**config.mk**
```make
export PLATFORM = sky130hd
export DESIGN_NAME = sps_ctrl
export DESIGN_NICKNAME = d
export VERILOG_FILES = /design/src/rtl/segmented_prime_sieve_assert.svh /design/src/rtl/sps_pkg.sv /design/src/rtl/sps_mod_unit.sv /design/src/rtl/sps_ctrl.sv
export SDC_FILE = /design/constraint.sdc
export NUM_CORES = 2
export LEC_CHECK = 0
export BUFFER_PORTS_ARGS = -buffer_cell sky130_fd_sc_hd__buf_2
export CAP_MARGIN = 5
export CORE_AREA = 8 8 228 284
export CTS_CLUSTER_SIZE = 30
export DETAILED_ROUTE_END_ITERATION = 6
export DIE_AREA = 0 0 236 292
export GPL_ROUTABILITY_DRIVEN = 0
export GPL_TIMING_DRIVEN = 0
export MAX_ROUTING_LAYER = met4
export PLACE_DENSITY = 0.68
export SYNTH_ARGS = -nofsm -noshare
export SYNTH_HDL_FRONTEND = slang
export SYNTH_SLANG_ARGS = --single-unit
```
**constraint.sdc**
```tcl
create_clock -name clk_i -period 22.3 [get_ports clk_i]
set_input_delay 2.23 -clock clk_i [delete_from_list [all_inputs] [get_ports clk_i]]
set_output_delay 2.23 -clock clk_i [all_outputs]
set_load 0.02 [all_outputs]
```
**src/rtl/segmented_prime_sieve_assert.svh**
```systemverilog
// Assertion macros for the segmented prime sieve.
// Expects clk_i and rst_ni in the scope of each use.
`ifndef SEGMENTED_PRIME_SIEVE_ASSERT_SVH
`define SEGMENTED_PRIME_SIEVE_ASSERT_SVH
`ifndef SYNTHESIS
`define SPS_ASSERT_NOW(lbl, cond, msg) \
  lbl: assert property (@(posedge clk_i) disable iff (!rst_ni) (cond)) else $error(msg);
`define SPS_ASSERT_NEXT(lbl, pre, post, msg) \
  lbl: assert property (@(posedge clk_i) disable iff (!rst_ni) (pre) |=> (post)) \
    else $error(msg);
`else
`define SPS_ASSERT_NOW(lbl, cond, msg)
`define SPS_ASSERT_NEXT(lbl, pre, post, msg)
`endif
`endif

```
**src/rtl/sps_pkg.sv**
```systemverilog
// Shared constants and types of the segmented prime sieve.
// No dependencies.
`default_nettype none
package sps_pkg;
  localparam int unsigned PRIME_W = 30;
  localparam int unsigned CFG_IDX_W = 2;
  localparam int unsigned CFG_DATA_W = 32;
  localparam int unsigned BASE_LIMIT_DEF = 32768;
  localparam int unsigned SEGMENT_SPAN_DEF = 131072;

  localparam logic [CFG_IDX_W-1:0] REG_RANGE_LOW = 2'd0;
  localparam logic [CFG_IDX_W-1:0] REG_RANGE_HIGH = 2'd1;

  typedef struct packed {
    logic [PRIME_W-1:0] prime_value;
    logic               last_prime;
    logic               exhausted;
    logic               range_error;
  } res_t;
endpackage
`default_nettype wire

```
**src/rtl/sps_mod_unit.sv**
```systemverilog
// Bit-serial remainder unit: dividend mod divisor, one dividend bit per cycle.
// Depends on sps_pkg.
`default_nettype none
module sps_mod_unit #(
  parameter int unsigned PW = 17
) (
  input  wire logic                        clk_i,
  input  wire logic                        rst_ni,
  input  wire logic                        start_i,
  input  wire logic [sps_pkg::PRIME_W-1:0] dividend_i,
  input  wire logic [PW-1:0]               divisor_i,
  output logic                             done_o,
  output logic [PW-1:0]                    rem_o
);
  localparam int unsigned CW = $clog2(sps_pkg::PRIME_W + 1);

  logic                        busy_q, busy_d, done_q, done_d;
  logic [CW-1:0]               cnt_q, cnt_d;
  logic [PW-1:0]               rem_q, rem_d;
  logic [sps_pkg::PRIME_W-1:0] dvd_q, dvd_d;
  logic [PW:0]                 trial;

  always_comb begin
    busy_d = busy_q;
    done_d = 1'b0;
    cnt_d  = cnt_q;
    rem_d  = rem_q;
    dvd_d  = dvd_q;
    trial  = {rem_q, dvd_q[sps_pkg::PRIME_W-1]};
    if (start_i) begin
      busy_d = 1'b1;
      cnt_d  = CW'(sps_pkg::PRIME_W);
      rem_d  = '0;
      dvd_d  = dividend_i;
    end else if (busy_q) begin
      if (trial >= {1'b0, divisor_i}) begin
        trial = trial - {1'b0, divisor_i};
      end
      rem_d = trial[PW-1:0];
      dvd_d = {dvd_q[sps_pkg::PRIME_W-2:0], 1'b0};
      cnt_d = cnt_q - 1'b1;
      if (cnt_q == CW'(1)) begin
        busy_d = 1'b0;
        done_d = 1'b1;
      end
    end
  end

  always_ff @(posedge clk_i or negedge rst_ni) begin
    if (!rst_ni) begin
      busy_q <= 1'b0;
      done_q <= 1'b0;
      cnt_q  <= '0;
    end else begin
      busy_q <= busy_d;
      done_q <= done_d;
      cnt_q  <= cnt_d;
    end
  end

  always_ff @(posedge clk_i) begin
    rem_q <= rem_d;
    dvd_q <= dvd_d;
  end

  assign done_o = done_q;
  assign rem_o  = rem_q;
endmodule
`default_nettype wire

```
**src/rtl/sps_ctrl.sv**
```systemverilog
// Sequencer of the sieve: builds the small-prime table, sieves the segment, scans it.
// Depends on sps_pkg and sps_mod_unit; drives the two bit RAMs held by the top level.
`default_nettype none
module sps_ctrl #(
  parameter int unsigned BASE_LIMIT   = sps_pkg::BASE_LIMIT_DEF,
  parameter int unsigned SEGMENT_SPAN = sps_pkg::SEGMENT_SPAN_DEF
) (
  input  wire logic                        clk_i,
  input  wire logic                        rst_ni,
  input  wire logic [sps_pkg::PRIME_W-1:0] lo_i,
  input  wire logic [sps_pkg::PRIME_W-1:0] hi_i,
  input  wire logic                        cfg_clear_i,
  input  wire logic                        req_valid_i,
  input  wire logic                        req_restart_i,
  output logic                             req_ready_o,
  output logic                             res_valid_o,
  input  wire logic                        res_free_i,
  output sps_pkg::res_t                    res_o,
  output logic                             sm_we_o,
  output logic [$clog2(BASE_LIMIT)-1:0]    sm_waddr_o,
  output logic                             sm_wdata_o,
  output logic [$clog2(BASE_LIMIT)-1:0]    sm_raddr_o,
  input  wire logic                        sm_rdata_i,
  output logic                             seg_we_o,
  output logic [$clog2(SEGMENT_SPAN)-1:0]  seg_waddr_o,
  output logic                             seg_wdata_o,
  output logic [$clog2(SEGMENT_SPAN)-1:0]  seg_raddr_o,
  input  wire logic                        seg_rdata_i
);
  localparam int unsigned SAW = $clog2(BASE_LIMIT);
  localparam int unsigned AW  = $clog2(SEGMENT_SPAN);
  localparam int unsigned PW  = SAW + 1;
  localparam int unsigned PW2 = 2 * PW;
  localparam int unsigned JW  = ((PW2 > 31) ? PW2 : 31) + 1;
  localparam int unsigned NW  = sps_pkg::PRIME_W + 1;

  typedef enum logic [3:0] {
    S_BCLR, S_BRD, S_BCHK, S_BMARK, S_IDLE, S_SCLR, S_SRD, S_SCHK,
    S_SMOD, S_SMARK, S_FIND, S_FCHK, S_RES
  } state_e;

  state_e        state_q, state_d;
  logic [PW-1:0] p_q, p_d;
  logic [PW2-1:0] sq_q, sq_d;
  logic [JW-1:0] j_q, j_d;
  logic [AW:0]   off_q, off_d, cursor_q, cursor_d;
  logic [AW-1:0] found_q, found_d;
  logic          ready_q, ready_d, phase_q, phase_d;
  sps_pkg::res_t res_q, res_d;

  logic [NW-1:0] span_full;
  logic [AW:0]   span;
  logic          bad;
  logic          mod_start, mod_done;
  logic [PW-1:0] mod_rem, gap;
  logic [JW-1:0] first, sq_j, hi_j, lo_j, prime_j;

  assign span_full = {1'b0, hi_i} - {1'b0, lo_i} + NW'(1);
  assign bad       = (hi_i < lo_i) || (span_full > NW'(SEGMENT_SPAN));
  assign span      = span_full[AW:0];
  assign hi_j      = JW'(hi_i);
  assign lo_j      = JW'(lo_i);
  assign sq_j      = JW'(sq_q);
  assign gap       = (mod_rem == '0) ? '0 : p_q - mod_rem;
  assign first     = lo_j + JW'(gap);
  assign prime_j   = lo_j + JW'(found_q);

  sps_mod_unit #(.PW(PW)) u_mod (
    .clk_i, .rst_ni,
    .start_i(mod_start), .dividend_i(lo_i), .divisor_i(p_q),
    .done_o(mod_done), .rem_o(mod_rem)
  );

  always_comb begin
    state_d  = state_q;
    p_d      = p_q;
    sq_d     = PW2'(p_q) * PW2'(p_q);
    j_d      = j_q;
    off_d    = off_q;
    cursor_d = cursor_q;
    found_d  = found_q;
    ready_d  = ready_q;
    phase_d  = phase_q;
    res_d    = res_q;
    sm_we_o     = 1'b0;
    sm_waddr_o  = j_q[SAW-1:0];
    sm_wdata_o  = 1'b1;
    sm_raddr_o  = p_q[SAW-1:0];
    seg_we_o    = 1'b0;
    seg_waddr_o = j_q[AW-1:0];
    seg_wdata_o = 1'b1;
    seg_raddr_o = off_q[AW-1:0];
    mod_start   = 1'b0;
    req_ready_o = (state_q == S_IDLE);
    res_valid_o = (state_q == S_RES);

    unique case (state_q)
      S_BCLR: begin
        // 0 and 1 are marked composite, all else cleared
        sm_we_o    = 1'b1;
        sm_wdata_o = (j_q < JW'(2));
        if (j_q == JW'(BASE_LIMIT - 1)) begin
          p_d     = PW'(2);
          state_d = S_BRD;
        end else begin
          j_d = j_q + 1'b1;
        end
      end
      S_BRD: state_d = S_BCHK;
      S_BCHK: begin
        if (sq_q >= PW2'(BASE_LIMIT)) begin
          state_d = S_IDLE;
        end else if (sm_rdata_i) begin
          p_d     = p_q + 1'b1;
          state_d = S_BRD;
        end else begin
          j_d     = sq_j;
          state_d = S_BMARK;
        end
      end
      S_BMARK: begin
        if (j_q < JW'(BASE_LIMIT)) begin
          sm_we_o = 1'b1;
          j_d     = j_q + JW'(p_q);
        end else begin
          p_d     = p_q + 1'b1;
          state_d = S_BRD;
        end
      end
      S_IDLE: begin
        if (req_valid_i) begin
          if (req_restart_i) begin
            cursor_d = '0;
            ready_d  = 1'b0;
            res_d    = '{prime_value: '0, last_prime: 1'b0, exhausted: 1'b0,
                         range_error: bad};
            state_d  = S_RES;
          end else if (bad) begin
            res_d   = '{prime_value: '0, last_prime: 1'b0, exhausted: 1'b1,
                        range_error: 1'b1};
            state_d = S_RES;
          end else if (!ready_q) begin
            j_d     = '0;
            state_d = S_SCLR;
          end else begin
            off_d   = cursor_q;
            phase_d = 1'b0;
            state_d = S_FIND;
          end
        end
      end
      S_SCLR: begin
        seg_we_o    = 1'b1;
        seg_wdata_o = 1'b0;
        if (j_q == JW'(span) - JW'(1)) begin
          p_d     = PW'(2);
          state_d = S_SRD;
        end else begin
          j_d = j_q + 1'b1;
        end
      end
      S_SRD: begin
        if (p_q == PW'(BASE_LIMIT)) begin
          ready_d  = 1'b1;
          cursor_d = '0;
          off_d    = '0;
          phase_d  = 1'b0;
          state_d  = S_FIND;
        end else begin
          state_d = S_SCHK;
        end
      end
      S_SCHK: begin
        if (sq_q > PW2'(hi_i)) begin
          ready_d  = 1'b1;
          cursor_d = '0;
          off_d    = '0;
          phase_d  = 1'b0;
          state_d  = S_FIND;
        end else if (sm_rdata_i) begin
          p_d     = p_q + 1'b1;
          state_d = S_SRD;
        end else begin
          mod_start = 1'b1;
          state_d   = S_SMOD;
        end
      end
      S_SMOD: begin
        if (mod_done) begin
          j_d     = (first < sq_j) ? sq_j : first;
          state_d = S_SMARK;
        end
      end
      S_SMARK: begin
        seg_waddr_o = AW'(j_q - lo_j);
        if (j_q <= hi_j) begin
          seg_we_o = 1'b1;
          j_d      = j_q + JW'(p_q);
        end else begin
          p_d     = p_q + 1'b1;
          state_d = S_SRD;
        end
      end
      S_FIND: begin
        if (off_q >= span) begin
          if (!phase_q) begin
            cursor_d = span;
            res_d    = '{prime_value: '0, last_prime: 1'b0, exhausted: 1'b1,
                         range_error: 1'b0};
          end else begin
            res_d = '{prime_value: prime_j[sps_pkg::PRIME_W-1:0], last_prime: 1'b1,
                      exhausted: 1'b0, range_error: 1'b0};
          end
          state_d = S_RES;
        end else begin
          state_d = S_FCHK;
        end
      end
      S_FCHK: begin
        if (!seg_rdata_i && (lo_j + JW'(off_q) >= JW'(2))) begin
          if (!phase_q) begin
            found_d  = off_q[AW-1:0];
            cursor_d = off_q + 1'b1;
            off_d    = off_q + 1'b1;
            phase_d  = 1'b1;
            state_d  = S_FIND;
          end else begin
            res_d   = '{prime_value: prime_j[sps_pkg::PRIME_W-1:0], last_prime: 1'b0,
                        exhausted: 1'b0, range_error: 1'b0};
            state_d = S_RES;
          end
        end else begin
          off_d   = off_q + 1'b1;
          state_d = S_FIND;
        end
      end
      S_RES: begin
        if (res_free_i) begin
          state_d = S_IDLE;
        end
      end
      default: state_d = S_BCLR;
    endcase

    if (cfg_clear_i) begin
      ready_d  = 1'b0;
      cursor_d = '0;
    end
  end

  always_ff @(posedge clk_i or negedge rst_ni) begin
    if (!rst_ni) begin
      state_q  <= S_BCLR;
      j_q      <= '0;
      cursor_q <= '0;
      ready_q  <= 1'b0;
    end else begin
      state_q  <= state_d;
      j_q      <= j_d;
      cursor_q <= cursor_d;
      ready_q  <= ready_d;
    end
  end

  always_ff @(posedge clk_i) begin
    p_q     <= p_d;
    sq_q    <= sq_d;
    off_q   <= off_d;
    found_q <= found_d;
    phase_q <= phase_d;
    res_q   <= res_d;
  end

  assign res_o = res_q;
endmodule
`default_nettype wire

```
==> impl_metrics.json <==
{
  "ys_seq_elements": 225,
  "p_leak_nw": 15.9,
  "cts_tree": "yes",
  "synth.distinct_cells": 91,
  "die_y_um": 292,
  "start_kind": "flip-flop",
  "setup_tns_ps": 0,
  "coreArea_um2": 60300,
  "cp.required_ps": 22770,
  "multi_input_area_um2": 22000,
  "synth_edf_count": 115,
  "worstSetupPathType": "flip-flop to flip-flop",
  "fill_cells": 5719,
  "grt_pass1_wl_mm": 163,
  "grt_pass1_vias": 28700,
  "vias": 28900,
  "syn_area_um2": 30400,
  "dr.pass1.iters": 6,
  "synth_nets": 4315,
  "crit_top_cell": "o21ai_0",
  "fmax_mhz": 88.5,
  "placed_area_um2": 32300,
  "cap_violations": 0,
  "critical_path.slowest_cell": "a2111oi_0",
  "dieArea_um2": 68900,
  "critPathBufInv": 3,
  "final_common_cell": "inv_1",
  "clock_latency_ps": 600,
  "cp_max_fo": 10,
  "hold_buffers": 0,
  "pre_cts_slack_ps": 11530,
  "final_cell_area_um2": 33200,
  "busiest_layer": "met2",
  "clock-sinks": 225,
  "track_usage_pct": 30.9,
  "die_x_um": 236,
  "fin_crit_sh_pct": 50.6,
  "powerDensity_nw_per_um2": 54.3,
  "rsz0062_at_grt": "false",
  "yosys.area.top_type": "ha_1",
  "min_period_ps": 11290,
  "antenna_found_initial": 1,
  "syn-instance-count": 3676,
  "drive_gt1_share_pct": 8.59,
  "grt_max_degree": 49,
  "gr-usage-met2_pct": 53.3,
  "num_rows": 101,
  "synthFlopType": "edfxtp_1",
  "start_util_pct": 50.4,
  "numCtsBuffers": 26,
  "p_total_w": 0.00180,
  "drc": 0,
  "fin_skew_ps": 35.5,
  "hold_viol": 0,
  "wl_per_cell_um": 22.9,
  "yosysWarnings": 0,
  "hp-class": "flip-flop to flip-flop",
  "path_clk_slew_ps": 70,
  "cp.arrival_ps": 11760,
  "first_iter_violations": 2347,
  "cts_resized": 0,
  "ys_seq_area_share_pct": 19.7,
  "ys_async_sr_fraction_pct": 28.0,
  "overflow": 0,
  "portBuffers": 165,
  "diodes": 0,
  "regArea_um2": 5970,
  "avgViaCountPerCell": 6.19,
  "post_cts_buffers": 0,
  "final-max-slew-violation-count": 0,
  "setup_ws_ps": 11010,
  "slew-limit-headroom_pct": 10.2,
  "outcome": "complete, no violations",
  "endpoint_kind": "flip-flop",
  "ctsLongestPathBuffers": 3,
  "hpwl_mm": 87.6,
  "area_growth_pct": 9.32,
  "grt_use_met3_pct": 4.13,
  "final_cell_mix": "inv_1 (408), ha_1 (384), nor2_1 (363)",
  "path_delay_family": "compound AO/OA/AOI/OAI gates",
  "setup_violations": 0,
  "ios": 171,
  "worstMarginPinSlew_ps": 1310,
  "layout.nets": 4518,
  "htree_num_levels": 1,
  "ir_drop_v": 0.0000534,
  "avgSynthCellArea_um2": 8.26,
  "detail_route.wirelength_mm": 107,
  "ant_nets": 0,
  "synth.top_cell.area_share_pct": 15.8,
  "synthTopCellsByArea": "ha_1 (16%), fa_1 (12%), edfxtp_1 (11%)",
  "root_buffer": "clkbuf_16",
  "use_met1_pct": 33.8,
  "max_stage_delay_ps": 1130
}
worst paths after layout:
check	endpoint	slack (ps)	cells after the start	start
setup / recovery	j_q[17]	11010	34	p_q[1]
max in group asynchronous	j_q[24]	20170	2	rst_ni
setup reg to reg	j_q[17]	11010	34	p_q[1]
min in group asynchronous	cursor_q[0]	1510	1	rst_ni
hold reg to reg	cursor_q[10]	530	2	cursor_q[10]
hold / removal	cursor_q[10]	530	2	cursor_q[10]
power breakdown:
group	leakage [nW]	internal [W]	total, W	switching [W]
sequential	2.41	0.000493	0.000529	0.0000359
combinational	13.0	0.000322	0.000815	0.000494
clock	0.438	0.000257	0.000459	0.000202
layer usage:
metal  vias up  routed length [µm]
li1      13400                   -
met1     13800               39600
met2      1335               52100
met3       401                7470
met4         0                7920
met5         -                   0
metrics by stage:
stage          utilization (%)  cells  hold slack, ps
4_1_cts                   55.1   4671             527
6_report                  55.1   4671             528
5_1_grt                   55.1   4671             540
3_5_place_dp              53.6   4623             510
2_1_floorplan                -   3676             423
3_3_place_gp              53.4   4613             502
state kept, by name (all words and copies together) (netlist names), 16 cells and up:
| signal | flops |
|---|---|
| cursor_q | 18 |
| found_q | 17 |
| j_q | 33 |
| off_q | 18 |
| p_q | 16 |
| res_o | 33 |
| sq_q | 31 |
| u_mod.dvd_q | 30 |
| u_mod.rem_o | 16 |
worst reg2reg max path, delay by kind of cell, from the launching register on:
family,cells,cell delay [ps]
AOI/OAI and AO/OA,17,5760
adders and majority gates,3,1220
DFF,1,500
buffers and inverters,3,1830
xor gates and xnor gates,2,620
and+or+nand+nor,9,1240
cell type report:
class | count | area share (%)
buffer | 180 | 2.62
clock buffer | 30 | 2.06
clock inverter | 18 | 0.573
inverter | 414 | 4.68
multi-input combinational | 2857 | 66.3
sequential | 225 | 18.0
tap | 772 | 2.91
timing repair buffer | 175 | 2.88
cell usage after synthesis (all sizes together), types with 27 or more instances:
master and count:
edfxtp 115, a211oi 46, ha 384, o21a 30, nand3 85, or3 28, dfxtp 47, xor2 55
a21o 67, nor2 364, nor4 64, clkbuf 110, o31ai 27, inv 410, nand4 62, nand2b 37
buf 70, and3 38, fa 187, nor3 97, o21ai 225, nor2b 43, nand2 290, xnor2 133
dfrtp 63, a21oi 210
logic make-up (layout without fill, tap and decap cells):
logic type,count (synthesis),in the layout,synth area share [%]
mux,22,22,0.754
flops,225,225,19.7
xor+xnor,192,192,5.72
fa+ha+maj,571,571,28.1
compound gates,872,872,18.8
simple gates,1200,1200,19.0
buf+inv,594,817,7.98
No activity file was read; power rests on OpenSTA's default activity.
